### config.mk
export PLATFORM = sky130hd
export DESIGN_NAME = geo_box_pair_relate_union
export DESIGN_NICKNAME = d
export VERILOG_FILES = /design/src/design/gbru_pkg.sv /design/src/design/gbru_rel.sv /design/src/design/gbru_join.sv /design/src/design/geo_box_pair_relate_union.sv
export VERILOG_INCLUDE_DIRS = /design/src /design/src/design
export SDC_FILE = /design/constraint.sdc
export NUM_CORES = 2
export LEC_CHECK = 0
export BUFFER_PORTS_ARGS = -buffer_cell sky130_fd_sc_hd__buf_2
export CORE_ASPECT_RATIO = 2
export CORE_MARGIN = 2
export CORE_UTILIZATION = 57
export CTS_CLUSTER_DIAMETER = 50
export CTS_CLUSTER_SIZE = 30
export DETAILED_ROUTE_END_ITERATION = 16
export PLACE_DENSITY_LB_ADDON = 0.25
export SETUP_SLACK_MARGIN = 0.15
export SLEW_MARGIN = 20
export SYNTH_ARGS = -nofsm -noshare
export SYNTH_HDL_FRONTEND = slang
export SYNTH_SLANG_ARGS = --single-unit
export TNS_END_PERCENT = 50
### constraint.sdc
create_clock -name clk -period 14.2 [get_ports clk]
set_clock_uncertainty 0.05 [all_clocks]
set_input_delay 2.84 -clock clk [delete_from_list [all_inputs] [get_ports clk]]
set_output_delay 2.84 -clock clk [all_outputs]
set_load 0.1 [all_outputs]
### src/design/geo_box_pair_relate_union_assert.svh
// ----------------------------------------------------------------------------
// Assertion macros for geo_box_pair_relate_union
// Immediate-implication and next-cycle-implication checks on clk, with
// synchronous active-low reset masking; empty when SYNTHESIS is defined.
// ----------------------------------------------------------------------------
`ifndef GEO_BOX_PAIR_RELATE_UNION_ASSERT_SVH
`define GEO_BOX_PAIR_RELATE_UNION_ASSERT_SVH

`ifndef SYNTHESIS
// Check that cons holds in the same cycle as ante.
`define GBRU_ASSERT_NOW(label, ante, cons) \
  label: assert property (@(posedge clk) disable iff (!rst_n) (ante) |-> (cons)) \
    else $error("gbru assertion failed");
// Check that cons holds in the cycle after ante.
`define GBRU_ASSERT_NEXT(label, ante, cons) \
  label: assert property (@(posedge clk) disable iff (!rst_n) (ante) |=> (cons)) \
    else $error("gbru assertion failed");
`else
`define GBRU_ASSERT_NOW(label, ante, cons)
`define GBRU_ASSERT_NEXT(label, ante, cons)
`endif

`endif

### src/design/gbru_pkg.sv
// ----------------------------------------------------------------------------
// gbru_pkg
// Shared types, constants and helpers for the box pair relate/union block.
// ----------------------------------------------------------------------------
package gbru_pkg;

  localparam int LAT_W       = 28;
  localparam int LON_W       = 29;
  localparam int IN_TDATA_W  = 232;
  localparam int OUT_TDATA_W = 120;

  // Microdegree limits, held at 32 bits so the edge sum l1 + r1 - l2 - r2 fits.
  localparam logic signed [31:0] LAT_MAX  = 32'sd90000000;
  localparam logic signed [31:0] LON_MAX  = 32'sd180000000;
  localparam logic signed [31:0] LON_SPAN = 32'sd360000000;

  typedef struct packed {
    logic signed [LAT_W-1:0] a_top;
    logic signed [LAT_W-1:0] a_bottom;
    logic signed [LON_W-1:0] a_left;
    logic signed [LON_W-1:0] a_right;
    logic signed [LAT_W-1:0] b_top;
    logic signed [LAT_W-1:0] b_bottom;
    logic signed [LON_W-1:0] b_left;
    logic signed [LON_W-1:0] b_right;
  } box_pair_t;

  typedef struct packed {
    logic                    overlap;
    logic                    encloses;
    logic signed [LAT_W-1:0] union_top;
    logic signed [LAT_W-1:0] union_bottom;
    logic signed [LON_W-1:0] union_left;
    logic signed [LON_W-1:0] union_right;
  } result_t;

  function automatic logic signed [31:0] sx_lat(input logic [LAT_W-1:0] v);
    return {{(32-LAT_W){v[LAT_W-1]}}, v};
  endfunction

  function automatic logic signed [31:0] sx_lon(input logic [LON_W-1:0] v);
    return {{(32-LON_W){v[LON_W-1]}}, v};
  endfunction

endpackage

### src/design/gbru_rel.sv
// ----------------------------------------------------------------------------
// gbru_rel
// Intersection and containment tests for one registered box pair.
// ----------------------------------------------------------------------------
module gbru_rel import gbru_pkg::*; (
  input  box_pair_t bp,
  output logic      overlap,
  output logic      encloses
);

  function automatic logic pt_ok(input logic signed [31:0] lat,
                                 input logic signed [31:0] lon);
    return (lat >= -LAT_MAX) && (lat <= LAT_MAX) && (lon >= -LON_MAX) && (lon <= LON_MAX);
  endfunction

  // Corner (lat, lon) inside box t/b/l/r, poles shared across longitudes.
  function automatic logic holds(input logic signed [31:0] t, input logic signed [31:0] b,
                                 input logic signed [31:0] l, input logic signed [31:0] r,
                                 input logic signed [31:0] lat,
                                 input logic signed [31:0] lon);
    logic in_lat;
    logic pole;
    logic in_lon;
    in_lat = !((lat > t) || (lat < b));
    pole   = ((lat == LAT_MAX) && (t == LAT_MAX)) || ((lat == -LAT_MAX) && (b == -LAT_MAX));
    if (l <= r) begin
      in_lon = !((lon < l) || (lon > r));
    end else begin
      in_lon = !((lon < l) && (lon > r));
    end
    return pt_ok(lat, lon) && in_lat && (pole || in_lon);
  endfunction

  logic signed [31:0] at, ab, al, ar, bt, bb, bl, br;
  logic lat_sep, poles, lon_meet;
  logic a_ok, b_ok;

  always_comb begin
    at = sx_lat(bp.a_top);
    ab = sx_lat(bp.a_bottom);
    al = sx_lon(bp.a_left);
    ar = sx_lon(bp.a_right);
    bt = sx_lat(bp.b_top);
    bb = sx_lat(bp.b_bottom);
    bl = sx_lon(bp.b_left);
    br = sx_lon(bp.b_right);
  end

  assign lat_sep = (at < bb) || (ab > bt);
  assign poles   = ((at == LAT_MAX) && (bt == LAT_MAX)) ||
                   ((ab == -LAT_MAX) && (bb == -LAT_MAX));

  always_comb begin
    if (al < ar) begin
      if (bl < br) begin
        lon_meet = !((al > br) || (ar < bl));
      end else begin
        lon_meet = !((al > br) && (ar < bl));
      end
    end else if (bl < br) begin
      lon_meet = !((bl > ar) && (br < al));
    end else begin
      lon_meet = 1'b1;
    end
  end

  assign overlap = !lat_sep && (poles || lon_meet);

  assign a_ok = pt_ok(at, al) && pt_ok(ab, ar) && (at >= ab);
  assign b_ok = pt_ok(bt, bl) && pt_ok(bb, br) && (bt >= bb);

  assign encloses = a_ok && b_ok &&
                    holds(at, ab, al, ar, bt, bl) && holds(at, ab, al, ar, bt, br) &&
                    holds(at, ab, al, ar, bb, bl) && holds(at, ab, al, ar, bb, br);

endmodule

### src/design/gbru_join.sv
// ----------------------------------------------------------------------------
// gbru_join
// Union box of one registered box pair, with antimeridian wrap rules.
// ----------------------------------------------------------------------------
module gbru_join import gbru_pkg::*; (
  input  box_pair_t               bp,
  output logic signed [LAT_W-1:0] union_top,
  output logic signed [LAT_W-1:0] union_bottom,
  output logic signed [LON_W-1:0] union_left,
  output logic signed [LON_W-1:0] union_right
);

  logic signed [31:0] l1, r1, l2, r2;
  logic signed [31:0] d, wl, wr, nl, nr, dr, dl;
  logic signed [31:0] left, right;
  logic w1, w2, jl, jr, full1, full2;

  assign union_top    = (bp.a_top > bp.b_top) ? bp.a_top : bp.b_top;
  assign union_bottom = (bp.a_bottom < bp.b_bottom) ? bp.a_bottom : bp.b_bottom;

  always_comb begin
    l1 = sx_lon(bp.a_left);
    r1 = sx_lon(bp.a_right);
    l2 = sx_lon(bp.b_left);
    r2 = sx_lon(bp.b_right);
    w1 = l1 > r1;
    w2 = l2 > r2;
    d  = l1 + r1 - l2 - r2;
    wl = w1 ? l1 : l2;
    wr = w1 ? r1 : r2;
    nl = w1 ? l2 : l1;
    nr = w1 ? r2 : r1;
    jl = nr >= wl;
    jr = nl <= wr;
    dr = nl - wr;
    dl = wl - nr;
    full1 = (l1 == -LON_MAX) && (r1 == LON_MAX);
    full2 = (l2 == -LON_MAX) && (r2 == LON_MAX);

    if (w1 == w2) begin
      // Centers closer than half a turn: widen; farther: take the wrapped join; exactly half: full circle.
      if ((d < LON_SPAN) && (d > -LON_SPAN)) begin
        left  = (l1 < l2) ? l1 : l2;
        right = (r1 > r2) ? r1 : r2;
      end else if ((d > LON_SPAN) || (d < -LON_SPAN)) begin
        left  = (l1 > l2) ? l1 : l2;
        right = (r1 < r2) ? r1 : r2;
      end else begin
        left  = -LON_MAX;
        right = LON_MAX;
      end
    end else if (jl && jr) begin
      left  = -LON_MAX;
      right = LON_MAX;
    end else if (jl) begin
      left  = nl;
      right = wr;
    end else if (jr) begin
      left  = wl;
      right = nr;
    end else if (dl == dr) begin
      left  = -LON_MAX;
      right = LON_MAX;
    end else if (dl < dr) begin
      left  = nl;
      right = wr;
    end else begin
      left  = wl;
      right = nr;
    end

    if (full1 || full2) begin
      left  = -LON_MAX;
      right = LON_MAX;
    end
  end

  assign union_left  = left[LON_W-1:0];
  assign union_right = right[LON_W-1:0];

endmodule

### src/design/geo_box_pair_relate_union.sv
// ----------------------------------------------------------------------------
// geo_box_pair_relate_union
// Relates two geographic boxes (overlap, containment) and forms their union.
// ----------------------------------------------------------------------------
// Usage:
//   Each request on the in_ stream carries boxes A and B (top, bottom, left,
//   right in signed microdegrees; left > right means the box wraps across the
//   antimeridian). Each request yields exactly one request on the out_ stream
//   with overlap, encloses and the union box, in arrival order.
//   A request is captured in an input register, evaluated by the relate and
//   join logic, and captured in the result register.
//   Throughput: one request per cycle while out_tready stays high; every stage
//   advances whenever the stage after it is empty or being drained.
//   Reset (rst_n low at a clock edge) empties both stages; no other state.
//   When the receiver holds out_tready low, the result register holds, the
//   input register fills behind it, and in_tready drops only once both are
//   occupied; nothing is dropped or repeated.
// ----------------------------------------------------------------------------
`include "geo_box_pair_relate_union_assert.svh"

module geo_box_pair_relate_union import gbru_pkg::*; (
  input  logic                   clk,
  input  logic                   rst_n,
  // in_tdata from bit 0: a_top[28], a_bottom[28], a_left[29], a_right[29],
  //   b_top[28], b_bottom[28], b_left[29], b_right[29], 4 unused bits
  input  logic                   in_tvalid,
  output logic                   in_tready,
  input  logic [IN_TDATA_W-1:0]  in_tdata,
  // out_tdata from bit 0: overlap[1], encloses[1], union_top[28],
  //   union_bottom[28], union_left[29], union_right[29], 4 zero bits
  output logic                   out_tvalid,
  input  logic                   out_tready,
  output logic [OUT_TDATA_W-1:0] out_tdata
);

  box_pair_t s1_r, s1_nxt;
  logic      s1_v_r;
  result_t   res_r, res_nxt;
  logic      res_v_r;
  logic      s2_ready;

  // Unpack the request fields.
  always_comb begin
    s1_nxt.a_top    = in_tdata[27:0];
    s1_nxt.a_bottom = in_tdata[55:28];
    s1_nxt.a_left   = in_tdata[84:56];
    s1_nxt.a_right  = in_tdata[113:85];
    s1_nxt.b_top    = in_tdata[141:114];
    s1_nxt.b_bottom = in_tdata[169:142];
    s1_nxt.b_left   = in_tdata[198:170];
    s1_nxt.b_right  = in_tdata[227:199];
  end

  // Advance a stage when the one after it is empty or draining.
  assign s2_ready  = !res_v_r || out_tready;
  assign in_tready = !s1_v_r || s2_ready;

  always_ff @(posedge clk) begin
    if (!rst_n) begin
      s1_v_r <= 1'b0;
    end else if (in_tready) begin
      s1_v_r <= in_tvalid;
    end
  end

  always_ff @(posedge clk) begin
    if (in_tready && in_tvalid) begin
      s1_r <= s1_nxt;
    end
  end

  gbru_rel u_rel (
    .bp       (s1_r),
    .overlap  (res_nxt.overlap),
    .encloses (res_nxt.encloses)
  );

  gbru_join u_join (
    .bp           (s1_r),
    .union_top    (res_nxt.union_top),
    .union_bottom (res_nxt.union_bottom),
    .union_left   (res_nxt.union_left),
    .union_right  (res_nxt.union_right)
  );

  always_ff @(posedge clk) begin
    if (!rst_n) begin
      res_v_r <= 1'b0;
    end else if (s2_ready) begin
      res_v_r <= s1_v_r;
    end
  end

  always_ff @(posedge clk) begin
    if (s2_ready && s1_v_r) begin
      res_r <= res_nxt;
    end
  end

  assign out_tvalid = res_v_r;
  assign out_tdata  = {4'b0000, res_r.union_right, res_r.union_left, res_r.union_bottom,
                       res_r.union_top, res_r.encloses, res_r.overlap};

  // Hold a blocked request in the input stage unchanged.
  `GBRU_ASSERT_NEXT(a_s1_hold, s1_v_r && !s2_ready, s1_v_r && $stable(s1_r))
  // Advance a request into the result register when the result side is free.
  `GBRU_ASSERT_NEXT(a_s1_advance, s1_v_r && s2_ready, res_v_r && (res_r == $past(res_nxt)))
  // Force full width whenever either box already spans the whole circle.
  `GBRU_ASSERT_NOW(a_full_width,
    s1_v_r && (((sx_lon(s1_r.a_left) == -LON_MAX) && (sx_lon(s1_r.a_right) == LON_MAX)) ||
               ((sx_lon(s1_r.b_left) == -LON_MAX) && (sx_lon(s1_r.b_right) == LON_MAX))),
    (sx_lon(res_nxt.union_left) == -LON_MAX) && (sx_lon(res_nxt.union_right) == LON_MAX))

endmodule
==> impl_metrics.yaml, run 1 <==
grt:
  grt_pass1_wl_mm: 203.7
  grt_pass1_vias: 32230
  overflow: 3
  grt_usage: 0.4913
  grt_max_degree: 156
place:
  port_buffers: 349
  gp_congestion: 1.168
  dp_hpwl_mm: 108.4
  pre_cts_ws_ns: 2.401
  placed_area_um2: 34410
logic_synthesis:
  synth_area_leader_cell: "edfxtp_1"
  ys_types: 102
  synthArstFlopShare: 0
  synth-edff-count: 344
  ys.flop_type: "edfxtp_1"
  yosysWarnings: 0
  syn_inst: 3204
  synthTopCellsByArea: "edfxtp_1 (33%), ha_1 (19%), fa_1 (3.9%)"
  synth_area_per_cell_um2: 9.878
  syn_area_um2: 31650
  yosys.area.top_type_share: 0.3264
  yosysSeqAreaShare: 0.3276
  ys_ff_latch: 346
cts:
  htree_levels: 1
  ctsResizeCount: 0
  cts_setup_buffers: 0
  cts.path.max_buffers: 3
  numCtsBuffers: 24
  cts_hold_buf: 0
  clock_sinks: 346
  root_buffer: "clkbuf_16"
run_status:
  error_line: "[ERROR GRT-0116] Global routing finished with congestion. Check the congestion regions in the DRC Viewer."
  failed_stage: "global routing"
  status: "stopped before the end"
floorplanning:
  die_w_um: 170.6
  chipHeight_um: 337.2
  ios: 358
  initial_utilization: 0.5744
  row_count: 122
## per-layer routing
metal | track usage | GRT overflow
met5 | 0.009565 | 0
met4 | 0.5626 | 1
met3 | 0.1475 | 0
met2 | 0.8029 | 2
met1 | 0.4517 | 0
## synthesized netlist by cell type (all sizes together), types with 11 or more instances
library cell,count
nor3,71
and2,11
nor2b,65
o31a,22
nand3,57
xor2,24
o21ai,214
fa,61
clkbuf,53
a22o,14
inv,261
a21o,141
a221o,22
a211oi,19
a22oi,13
mux2i,86
o21bai,15
a31oi,11
nand2b,64
xnor2,50
a221oi,36
a21oi,223
mux2,30
ha,490
o21a,34
nor2,171
edfxtp,344
nor4,79
nand2,184
o21ba,18
nand4,119
buf,28
o22ai,13
## through the flow
step	hold WS (ns)	std cells
after floorplan	0.4268	3207
after global placement	0.4455	4264
after detailed placement	0.4861	4264
after CTS	0.5060	4308
## cell families after synthesis
group,count (synthesis),synth area share
AOI/OAI and AO/OA,887,0.1904
muxes,116,0.03787
adders and majority gates,552,0.2326
buffers and inverters,343,0.04258
DFF,346,0.3276
xor gates and xnor gates,74,0.02107
and+or+nand+nor,885,0.1477
other,1,0.0001185
==> inputs of run 2 (changes only) <==
Settings changed: CORE_ASPECT_RATIO 2 to unset, CORE_UTILIZATION 57 to 40, CTS_CLUSTER_DIAMETER 50 to unset, CTS_CLUSTER_SIZE 30 to unset, PLACE_DENSITY_LB_ADDON 0.25 to 0.15, SETUP_SLACK_MARGIN 0.15 to unset.
==> run 2 against run 1 <==
The flow now finishes without violations. Synthesized cell count unchanged. Synthesized area unchanged.
==> impl_metrics.yaml, run 2 <==
cts:
  cts_hold_buf: 0
  ctsResizeCount: 0
  numCtsBuffers: 42
  cts.path.max_buffers: 3
  clk_latency_ns: 0.60
  cts_setup_buffers: 0
  cts_tree: "done"
  htree_levels: 2
  clkTransAtPathRegs_ns: 0.06
  root_buffer: "clkbuf_16"
  clock_sinks: 346
finish:
  largest_register_ffs: 228
  multi_input_area_um2: 20010
  mostFrequentLayoutCells: "ha_1 (490), buf_2 (349), edfxtp_1 (344)"
  areaGrowthSynthToFinish_pct: 13.88
  final_common_cell: "ha_1"
  largest-register: "s1_r"
  ff_latch_area_um2: 10370
  fin_area_um2: 36040
  layout.nets: 4343
  drive_above_1_share: 0.1579
  fin_util: 0.4585
  fill_cells: 7651
logic_synthesis:
  yosys.area.top_type_share: 0.3264
  synth_area_leader_cell: "edfxtp_1"
  synthTopCellsByArea: "edfxtp_1 (33%), ha_1 (19%), fa_1 (3.9%)"
  syn_inst: 3204
  ys.flop_type: "edfxtp_1"
  synthArstFlopShare: 0
  yosysMostFrequentCell: "ha_1"
  ys_types: 102
  syn_area_um2: 31650
  synth_area_per_cell_um2: 9.878
  synth-edff-count: 344
  ys_ff_latch: 346
  synth_common_cells: "ha_1 (490), edfxtp_1 (344), inv_1 (258), a21oi_1 (221), o21ai_0 (200)"
  yosysWarnings: 0
  yosysSeqAreaShare: 0.3276
floorplanning:
  die_area_um2: 81390
  die_w_um: 285.3
  core_um2: 78610
  row_count: 103
  ios: 358
  chipHeight_um: 285.3
  initial_utilization: 0.4026
drt:
  vias_per_cell: 5.880
  dr.first_iter.drc_count: 2194
  drt_drc_violations_left: 0
  via_count: 27310
  dr.pass1.iters: 5
  routed_wl_mm: 122.8
  ant_nets: 0
  detail_route.wl_per_cell_um: 26.44
sta:
  layout_min_cycle_time_ns: 11.52
  slew_viol_final: 0
  setup_viol: 0
  period_share: 0.8116
  finalHoldViolCount: 0
  relSlewSlack: 0.2450
  clock.fmax_ghz: 0.08677
  worst_slew_pin_slew_ns: 1.121
  tns_ns: 0
  hold-worst-slack_ns: 0.5025
  rsz0062_at_grt: "false"
worst_hold_path:
  hold_class: "reg2reg"
  hold_path_depth: 1
place:
  port_buffers: 349
  placed_area_um2: 34700
  gp_congestion: 0.9836
  dp_hpwl_mm: 99.13
run:
  max_cap_violations: 0
power:
  power_leakage_nw: 16.05
  power_per_cell_area_nw_per_um2: 151.3
  vdd_ir_drop_max_uv: 127.5
critical_path:
  cpPeakStageDelay_ns: 0.78
  critical_path_arrival_ns: 11.78
  crit_type: "reg2reg"
  crit_fanout: 98
  end_kind: "flip-flop"
  rr_worst_depth: 35
  slowest_stage: "buf_4"
  worst_setup_path_start_kind: "flip-flop"
  worstPathRequired_ns: 14.45
grt:
  grt_pass1_wl_mm: 176.3
  grt_usage: 0.2934
  overflow: 0
  grt_pass1_vias: 26480
  antenna_found_initial: 11
  grt_max_degree: 99
run_status:
  status: "finished, final reports clean"
## run 2: cell counts after synthesis
No cell type changed its count.
## run 2: critical path, delay by kind of cell, from the launching register on
kind                       cells  cell delay [ns]
xor gates and xnor gates       1             0.06
adders and majority gates      3             1.17
DFF                            1             0.67
buffers and inverters          3             1.37
and+or+nand+nor               16             4.33
muxes                          1             0.19
AOI/OAI and AO/OA             11             3.31
## run 2: power breakdown
part	internal, mW	total, mW	switching, mW
clock	0.583	1.05	0.471
combinational	1.01	3.00	1.99
sequential	1.28	1.40	0.117
total	2.88	5.45	2.58
## run 2: metal layers
metal  global-route usage  wire length (um)
met1               0.3472             47880
met4               0.1653              7867
met3              0.04888              7601
met5                    0                97
met2               0.5045             59320
## run 2: layout make-up
class / instances / area share
timing repair buffer: 386 / 0.05617
inverter: 262 / 0.02742
tap: 1050 / 0.03645
clock buffer: 50 / 0.03058
multi-input combinational: 2518 / 0.5551
antenna: 4 / 0.0002777
clock inverter: 28 / 0.006318
sequential: 346 / 0.2877
## run 2: cell families after synthesis
kind of cell	count (synthesis)	synth area share
buffers and inverters	343	0.04258
other	1	0.0001185
AND/OR/NAND/NOR	885	0.1477
multiplexers	116	0.03787
adder cells (fa/ha/maj)	552	0.2326
flip-flops	346	0.3276
XOR/XNOR	74	0.02107
AO/OA/AOI/OAI	887	0.1904
## run 2: stage by stage
step	setup slack, ns	power [mW]	std cells
final	2.676	5.454	4644
after global routing	2.091	5.753	4641
after CTS	2.844	5.436	4640
after detailed placement	2.904	4.358	4562
after global placement	2.958	4.351	4562
after floorplan	4.677	3.560	3207
## run 2: path summary, 6_finish.rpt
path | to | slack [ns] | startpoint
max reg2reg | out_tdata[83] | 2.68 | s1_r[137]
min | out_tvalid | 0.50 | s1_v_r
min reg2reg | out_tvalid | 0.50 | s1_v_r
max | out_tdata[83] | 2.68 | s1_r[137]
Power figures use the tool's default switching activity.
